===== src/sv/imu_complementary_tilt_filter_core_macros.svh =====
// Assertion macros for the complementary tilt filter.
// Used by the top level only; the bodies refer to its clk and arst_n.
`ifndef IMU_COMPLEMENTARY_TILT_FILTER_CORE_MACROS_SVH
`define IMU_COMPLEMENTARY_TILT_FILTER_CORE_MACROS_SVH

// The consequent must hold in the same cycle as the antecedent.
`define CTFL_ASSERT_SAME(label, ante, cons, msg) \
	label: assert property (@(posedge clk) disable iff (!arst_n) (ante) |-> (cons)) \
		else $error(msg);

// The consequent must hold in the cycle after the antecedent.
`define CTFL_ASSERT_NEXT(label, ante, cons, msg) \
	label: assert property (@(posedge clk) disable iff (!arst_n) (ante) |=> (cons)) \
		else $error(msg);

`endif


===== src/sv/ctfl_pkg.sv =====
// Shared types and constants of the complementary tilt filter.
// No dependencies; every module file imports it.
package ctfl_pkg;

	localparam int IDX_W      = 5;   // step index, up to 32 CORDIC steps
	localparam int SQ_W       = 48;  // square root radicand and work registers
	localparam int ROOT_W     = 24;  // bits of the square root result
	localparam int ROOT_STEPS = 24;  // one result bit per step
	localparam int IW         = 28;  // CORDIC operand before the 256 prescale
	localparam int CW         = 36;  // CORDIC x and y registers
	localparam int ZW         = 32;  // Q4.28 angle

	localparam logic [16:0] ALPHA_ONE   = 17'd65536;
	localparam logic [16:0] ALPHA_RESET = 17'd64225;
	localparam logic signed [ZW-1:0] PI_Q28 = 32'sd843314857;

	typedef struct packed {
		logic signed [15:0] accel_x;
		logic signed [15:0] accel_y;
		logic signed [15:0] accel_z;
		logic signed [15:0] gyro_x;
		logic signed [15:0] gyro_y;
		logic signed [15:0] gyro_z;
		logic        [15:0] step_time;
	} ctfl_sample_t;

	typedef struct packed {
		logic signed [15:0] pitch_angle;
		logic signed [15:0] lateral_roll_angle;
		logic signed [15:0] heading_angle;
	} ctfl_result_t;

	typedef enum logic [2:0] {
		ST_IDLE,
		ST_PREP,
		ST_ROOT,
		ST_PLOAD,
		ST_PROT,
		ST_DIFF,
		ST_MUL,
		ST_FIN
	} ctfl_state_t;

	// Commands from the controller to the datapath.
	typedef struct packed {
		logic             capture;
		logic             prep;
		logic             root_step;
		logic             rot_step;
		logic             load_pitch;
		logic             keep_roll;
		logic             diff;
		logic             mul;
		logic             commit;
		logic [IDX_W-1:0] idx;
	} ctfl_cmd_t;

	// Arctangent of 2^-i in Q4.28.
	function automatic logic signed [ZW-1:0] ctfl_atan(input logic [IDX_W-1:0] i);
		logic signed [ZW-1:0] v;
		unique case (i)
			5'd0:  v = 32'sd210828714;
			5'd1:  v = 32'sd124459457;
			5'd2:  v = 32'sd65760959;
			5'd3:  v = 32'sd33381290;
			5'd4:  v = 32'sd16755422;
			5'd5:  v = 32'sd8385879;
			5'd6:  v = 32'sd4193963;
			5'd7:  v = 32'sd2097109;
			5'd8:  v = 32'sd1048571;
			5'd9:  v = 32'sd524287;
			5'd10: v = 32'sd262144;
			5'd11: v = 32'sd131072;
			5'd12: v = 32'sd65536;
			5'd13: v = 32'sd32768;
			5'd14: v = 32'sd16384;
			5'd15: v = 32'sd8192;
			5'd16: v = 32'sd4096;
			5'd17: v = 32'sd2048;
			5'd18: v = 32'sd1024;
			5'd19: v = 32'sd512;
			5'd20: v = 32'sd256;
			5'd21: v = 32'sd128;
			5'd22: v = 32'sd64;
			5'd23: v = 32'sd32;
			5'd24: v = 32'sd16;
			5'd25: v = 32'sd8;
			5'd26: v = 32'sd4;
			5'd27: v = 32'sd2;
			5'd28: v = 32'sd1;
			default: v = '0;
		endcase
		return v;
	endfunction

endpackage


===== src/sv/ctfl_ctrl.sv =====
// Controller of the tilt filter: sequences one sample through the datapath.
// Depends on ctfl_pkg for the state and command types.
module ctfl_ctrl import ctfl_pkg::*; #(
	parameter int CORDIC_STEPS = 16
) (
	input  logic      clk,
	input  logic      arst_n,
	input  logic      sample_valid,
	output logic      sample_ready,
	output logic      result_valid,
	input  logic      result_ready,
	output ctfl_cmd_t cmd
);

	localparam int LOOP_N = (CORDIC_STEPS > ROOT_STEPS) ? CORDIC_STEPS : ROOT_STEPS;

	ctfl_state_t      state_q, state_d;
	logic [IDX_W-1:0] step_q;
	logic             valid_q;
	logic             commit;
	logic             last_loop, last_rot;

	assign last_loop = step_q == IDX_W'(LOOP_N - 1);
	assign last_rot  = step_q == IDX_W'(CORDIC_STEPS - 1);
	assign commit    = (state_q == ST_FIN) && (!valid_q || result_ready);

	// Next state.
	always_comb begin
		state_d = state_q;
		unique case (state_q)
			ST_IDLE:  if (sample_valid) state_d = ST_PREP;
			ST_PREP:  state_d = ST_ROOT;
			ST_ROOT:  if (last_loop) state_d = ST_PLOAD;
			ST_PLOAD: state_d = ST_PROT;
			ST_PROT:  if (last_rot) state_d = ST_DIFF;
			ST_DIFF:  state_d = ST_MUL;
			ST_MUL:   state_d = ST_FIN;
			ST_FIN:   if (commit) state_d = ST_IDLE;
			default:  state_d = ST_IDLE;
		endcase
	end

	// Datapath commands.
	always_comb begin
		cmd            = '0;
		cmd.idx        = step_q;
		cmd.capture    = (state_q == ST_IDLE) && sample_valid;
		cmd.prep       = state_q == ST_PREP;
		cmd.root_step  = (state_q == ST_ROOT) && (step_q < IDX_W'(ROOT_STEPS));
		cmd.rot_step   = ((state_q == ST_ROOT) && (step_q < IDX_W'(CORDIC_STEPS)))
			|| (state_q == ST_PROT);
		cmd.load_pitch = state_q == ST_PLOAD;
		cmd.keep_roll  = state_q == ST_PLOAD;
		cmd.diff       = state_q == ST_DIFF;
		cmd.mul        = state_q == ST_MUL;
		cmd.commit     = commit;
	end

	// State, loop counter and result beat flag.
	always_ff @(posedge clk or negedge arst_n) begin
		if (!arst_n) begin
			state_q <= ST_IDLE;
			step_q  <= '0;
			valid_q <= 1'b0;
		end else begin
			state_q <= state_d;
			if ((state_q == ST_ROOT) || (state_q == ST_PROT)) begin
				step_q <= (state_d == state_q) ? step_q + 1'b1 : '0;
			end else begin
				step_q <= '0;
			end
			if (commit) begin
				valid_q <= 1'b1;
			end else if (result_ready) begin
				valid_q <= 1'b0;
			end
		end
	end

	assign sample_ready = state_q == ST_IDLE;
	assign result_valid = valid_q;

endmodule


===== config.mk =====
export PLATFORM = sky130hd
export DESIGN_NAME = ctfl_ctrl
export DESIGN_NICKNAME = d
export VERILOG_FILES = /design/src/sv/imu_complementary_tilt_filter_core_macros.svh /design/src/sv/ctfl_pkg.sv /design/src/sv/ctfl_ctrl.sv
export SDC_FILE = /design/constraint.sdc
export NUM_CORES = 1
export LEC_CHECK = 0
export ABC_AREA = 1
export BUFFER_PORTS_ARGS = -buffer_cell sky130_fd_sc_hd__buf_2
export CORE_MARGIN = 8
export CORE_UTILIZATION = 35
export DETAILED_ROUTE_END_ITERATION = 7
export HOLD_SLACK_MARGIN = 0.02
export PLACE_DENSITY_LB_ADDON = 0.15
export RECOVER_POWER = 25
export SYNTH_ARGS = -nofsm -noshare
export SYNTH_HDL_FRONTEND = slang
export SYNTH_SLANG_ARGS = --single-unit

===== constraint.sdc =====
create_clock -name clk -period 4.55 [get_ports clk]
set_clock_uncertainty 0.1 [all_clocks]
set_input_delay 0.6825 -clock clk [delete_from_list [all_inputs] [get_ports clk]]
set_output_delay 0.6825 -clock clk [all_outputs]
set_load 0.02 [all_outputs]

==> qor.csv, run 1 <==
metric;value;unit
wirelength;1078;µm
htree_levels;1;
internal-power;214.6;µW
max_freq;471.4;MHz
syn_avg_cell_area;8.361;µm²
synth_seq_area_share;0.4276;
vias_per_cell;4.580;
crit_type;reg2out;
crit_required;3.77;ns
port-buffer-count;19;
tritoncts;yes;
comb_power_share;0.564;
power_density;660.8;nW/µm²
clk_pin_slew;0.06;ns
first_global_vias;483;
initial_core_util;0.3623;
worst_ep_arrival_time;1.34;ns
drive_above_1_share;0.4286;
power_frac_clock;0.137;
met3WireLength;68;µm
finalCritPeriodShare;0.4662;
post-cts-setup-buffers;0;
cts_sinks;9;
cp-end-kind;output port;
drtAntennaViolNets;0;
root_buffer;clkbuf_4;
hold_viol;0;
synth.distinct_cells;22;
wl_met2;540;µm
r2r_cells;9;
dieArea;3002;µm²
ys.warnings.count;0;
grt_first_pass_wirelength;1980;µm
cts_buffer_depth;2;
synth-seq-cells;9;
tightest_slew;0.4635;ns
swShare;0.5017;
setup_tns;0;ns
worstSkewPairLatency;0.25;ns
nNetsFinal;91;
remaining_drc_errors;0;
status;finished clean;
fp-row-count;14;
drt_first_pass_iters;4;
syn_inst;63;
seq_power_share;0.298;
cp_max_fo;5;
die_h;54.80;µm
post_cts_resized;0;
area_growth;23.75;%
diodes;0;
startpoint_type;flop;
vias;458;
maxUsedRoutingLayer;met4;
grt_overflow;0;
p_leak;0.3489;nW
coreArea;1454;µm²
cts_hold_buf;0;
mappedNetlistArea;526.8;µm²
m1WireLength;459;µm
slew_headroom;0.6910;
grt_setup_unrepaired;false;
grt_max_degree;10;
slew_violations;0;
setup_viol;0;
gp_congestion;0.7403;
final.min_clock_period;2.121;ns
dp_hpwl;912.5;µm
die_x;54.80;µm
numCtsBuffers;3;
finalPower;430.7;µW
dr.first_iter.drc_count;6;
grt_antenna_before_repair;0;
grt_use_total;0.08967;
drv_cap;0;
p_sw;216.1;µW
hold_class;in2async;
pin_count;20;
route.detailed.wl_per_inst;10.78;µm
synth_nets;69;
ir_drop;356.6;µV
[metal layers]
metal	global-route usage	vias up
met5	0	-
met4	0.04918	0
met3	0.02717	2
met2	0.1377	9
met1	0.1090	212
li1	-	235
[cell usage in the layout, fill, tap and decap left out, types with 2 or more instances in the layout]
cell       n
dfrtp_1    9
ha_1       2
nand2_1    8
nand2_2    2
a21oi_1    2
clkbuf_4   3
inv_1      7
nor2_2     6
clkbuf_1   2
buf_2     18
inv_2      3
nor2_1    10
[power groups by stage]
stage | clock (mW) | sequential (mW) | combinational (mW)
floorplan | 0 | 0.139 | 0.176
global placement | 0 | 0.130 | 0.247
detailed placement | 0 | 0.130 | 0.247
CTS | 0.0633 | 0.129 | 0.249
global route | 0.0668 | 0.133 | 0.272
finish | 0.0592 | 0.128 | 0.243
[flip-flops by register name, summed over array words and instances, names as in the netlist]
| signal | count |
|---|---|
| result_valid | 1 |
| step_q | 5 |
| state_q | 3 |
[cells in the mapped netlist]
master | number | area [µm²]
nand3_1 | 1 | 5.000
or2_1 | 1 | 6.260
nand2_1 | 8 | 30.03
xor2_1 | 1 | 8.760
nor2_1 | 10 | 37.54
nand3_2 | 1 | 10.01
dfrtp_1 | 9 | 225.2
o21ai_0 | 1 | 5.000
nand4_2 | 1 | 12.51
xnor2_1 | 1 | 8.760
nand2_2 | 2 | 12.51
o211ai_1 | 1 | 7.510
inv_1 | 7 | 26.28
nor2_2 | 6 | 37.54
ha_1 | 2 | 25.02
nor2_4 | 1 | 11.26
buf_4 | 2 | 15.01
o21ai_1 | 1 | 5.000
a21oi_1 | 2 | 10.01
nand2_4 | 1 | 11.26
nor3_1 | 1 | 5.000
inv_2 | 3 | 11.26
[metrics by stage]
step,setup WS (ns),hold WS (ns),area [µm²],utilization,cells
floorplan,2.676,0.2869,526.8,-,63
global placement,2.625,0.3831,626.9,0.4312,96
detailed placement,2.612,0.3842,626.9,0.4312,96
CTS,2.408,0.1594,653.1,0.4492,100
global route,2.334,0.2937,651.9,0.4484,100
finish,2.429,0.2503,651.9,0.4484,100
[worst max-delay path: stages (launching register included)]
cell,delay [ns]
dfrtp_1,0.41
nor2_1,0.27
nand2_1,0.14
o21ai_1,0.09
buf_2,0.17
[worst paths after layout]
| path | start | endpoint | slack [ns] |
|---|---|---|---|
| worst max-delay path | state_q[1] | cmd[10] | 2.43 |
| worst min register to register | step_q[0] | step_q[0] | 0.39 |
| worst min-delay path | arst_n | step_q[4] | 0.25 |
| min in group clk | step_q[0] | step_q[0] | 0.39 |
| max in group asynchronous | arst_n | step_q[0] | 3.79 |
| worst max register to register | step_q[0] | step_q[2] | 2.82 |
[logic make-up after synthesis]
kind of cell | synth area share
DFF | 0.4276
and+or+nand+nor | 0.3397
buffers and inverters | 0.09976
AOI/OAI and AO/OA | 0.05224
adders and majority gates | 0.04750
xor gates and xnor gates | 0.03326
[layout make-up]
class	count	area, µm²
fillers	173	802.0
multi-input cells	42	249.0
flip-flops and latches	9	225.2
repair buffers	19	93.84
inverters	10	37.54
clock buffers	4	26.28
well taps	16	20.02
(Power assumes the default switching activity.)
==> run 2, diff against run 1 <==
==> constraint.sdc (replaced) <==
create_clock -name clk -period 2.1 [get_ports clk]
set_clock_uncertainty 0.1 [all_clocks]
set_input_delay 0.315 -clock clk [delete_from_list [all_inputs] [get_ports clk]]
set_output_delay 0.315 -clock clk [all_outputs]
set_load 0.02 [all_outputs]
==> run 2 against run 1 <==
  * Cell count increased by 1.0%
  * Count of clock-buffer cells in the layout unchanged
  * Non-clock buffer count increased by 1
  * Critical endpoint unchanged
  * Power increased by 120%
  * Cell area increased by 1.5%
  * Hold slack got worse by 0.082 ns
==> qor.csv, run 2 (synthesis results as in run 1) <==
metric;value;unit
grt_setup_unrepaired;false;
grt_antenna_before_repair;0;
dr.first_iter.drc_count;4;
hold_ws;0.1686;ns
drive_above_1_share;0.4235;
dp_hpwl;874.6;µm
multiInputGateArea;249.0;µm²
gp_congestion;0.6908;
largest_reg_flops;5;
cts_sinks;9;
cts_buffer_depth;2;
post-cts-setup-buffers;0;
first_global_vias;420;
regArea;225.2;µm²
cp-end-kind;output port;
tightest_slew;0.4744;ns
final_common_cell;buf_2;
vias_per_cell;4.465;
final_cell_mix;18 x buf_2, 10 x nor2_1, 9 x dfrtp_1, 8 x nand2_1, 7 x inv_1;
worstSkewPairLatency;0.25;ns
p_leak;0.3531;nW
port-buffer-count;19;
drtAntennaViolNets;0;
area_growth;25.65;%
clk_pin_slew;0.06;ns
max_freq;572.4;MHz
remaining_drc_errors;0;
grt_overflow;0;
htree_levels;1;
hold_class;in2reg;
root_buffer;clkbuf_4;
wirelength;1053;µm
fp-row-count;14;
finalCritPeriodShare;0.8319;
nNetsFinal;92;
finalPower;932.3;µW
setup_tns;0;ns
diodes;0;
hold_viol;0;
crit_type;reg2out;
worst_ep_arrival_time;1.33;ns
die_h;54.80;µm
tritoncts;yes;
grt_use_total;0.08002;
cp_max_fo;5;
final_core_util;0.4553;
drt_first_pass_iters;4;
numCtsBuffers;3;
final.min_clock_period;1.747;ns
initial_core_util;0.3623;
route.detailed.wl_per_inst;10.43;µm
grt_first_pass_wirelength;1794;µm
slew_headroom;0.6837;
die_x;54.80;µm
post_dp_cell_area;626.9;µm²
startpoint_type;flop;
pin_count;20;
drv_cap;0;
setup_viol;0;
power_density;1408;nW/µm²
dieArea;3002;µm²
final.fill_count;161;
regMostFlops;step_q;
post_cts_resized;0;
coreArea;1454;µm²
crit_required;1.68;ns
cts_hold_buf;1;
vias;451;
grt_max_degree;10;
design_area;661.9;µm²
slew_violations;0;
ir_drop;576.3;µV
status;finished clean;
## run 2: per-stage QoR
| stage | setup slack (ns) | cells |
|---|---|---|
| global placement | 0.4481 | 96 |
| CTS | 0.3381 | 101 |
| detailed placement | 0.4082 | 96 |
| floorplan | 0.4239 | 63 |
| finish | 0.3529 | 101 |
| global route | 0.1998 | 101 |
## run 2: worst max-delay path: stages (launching register included)
cell and delay [ns]:
dfrtp_1 0.41, nor2_1 0.27, nand2_1 0.14, o21ai_1 0.09, buf_2 0.17
## run 2: area by class of cell
| type | instances | area share |
|---|---|---|
| multi-input cells | 42 | 0.3762 |
| flip-flops and latches | 9 | 0.3403 |
| repair buffers | 20 | 0.1569 |
| inverters | 10 | 0.05671 |
| clock buffers | 4 | 0.03970 |
| well taps | 16 | 0.03025 |
## run 2: where the power goes
group / internal, mW / leakage [nW] / switching (mW)
logic: 0.167 / 0.221 / 0.359
registers: 0.226 / 0.117 / 0.0515
clock network: 0.0729 / 0.0150 / 0.0554
total: 0.466 / 0.353 / 0.466
## run 2: path summary, 6_finish.rpt
kind / slack [ns] / startpoint / depth (start not counted) / end
max in group asynchronous: 1.16 / arst_n / 2 / result_valid
min in group asynchronous: 0.43 / arst_n / 2 / state_q[1]
setup reg to reg: 0.41 / step_q[0] / 9 / step_q[2]
hold reg to reg: 0.38 / step_q[0] / 1 / step_q[0]
hold / removal: 0.17 / result_ready / 2 / result_valid
setup / recovery: 0.35 / state_q[1] / 4 / cmd[10]
## run 2: per-layer routing
layer,wire length (µm),global-route usage,vias to the layer above
met3,74,0.02446,2
li1,-,-,236
met1,460,0.1030,204
met5,0,0,-
met4,6,0.03689,0
met2,511,0.1189,9
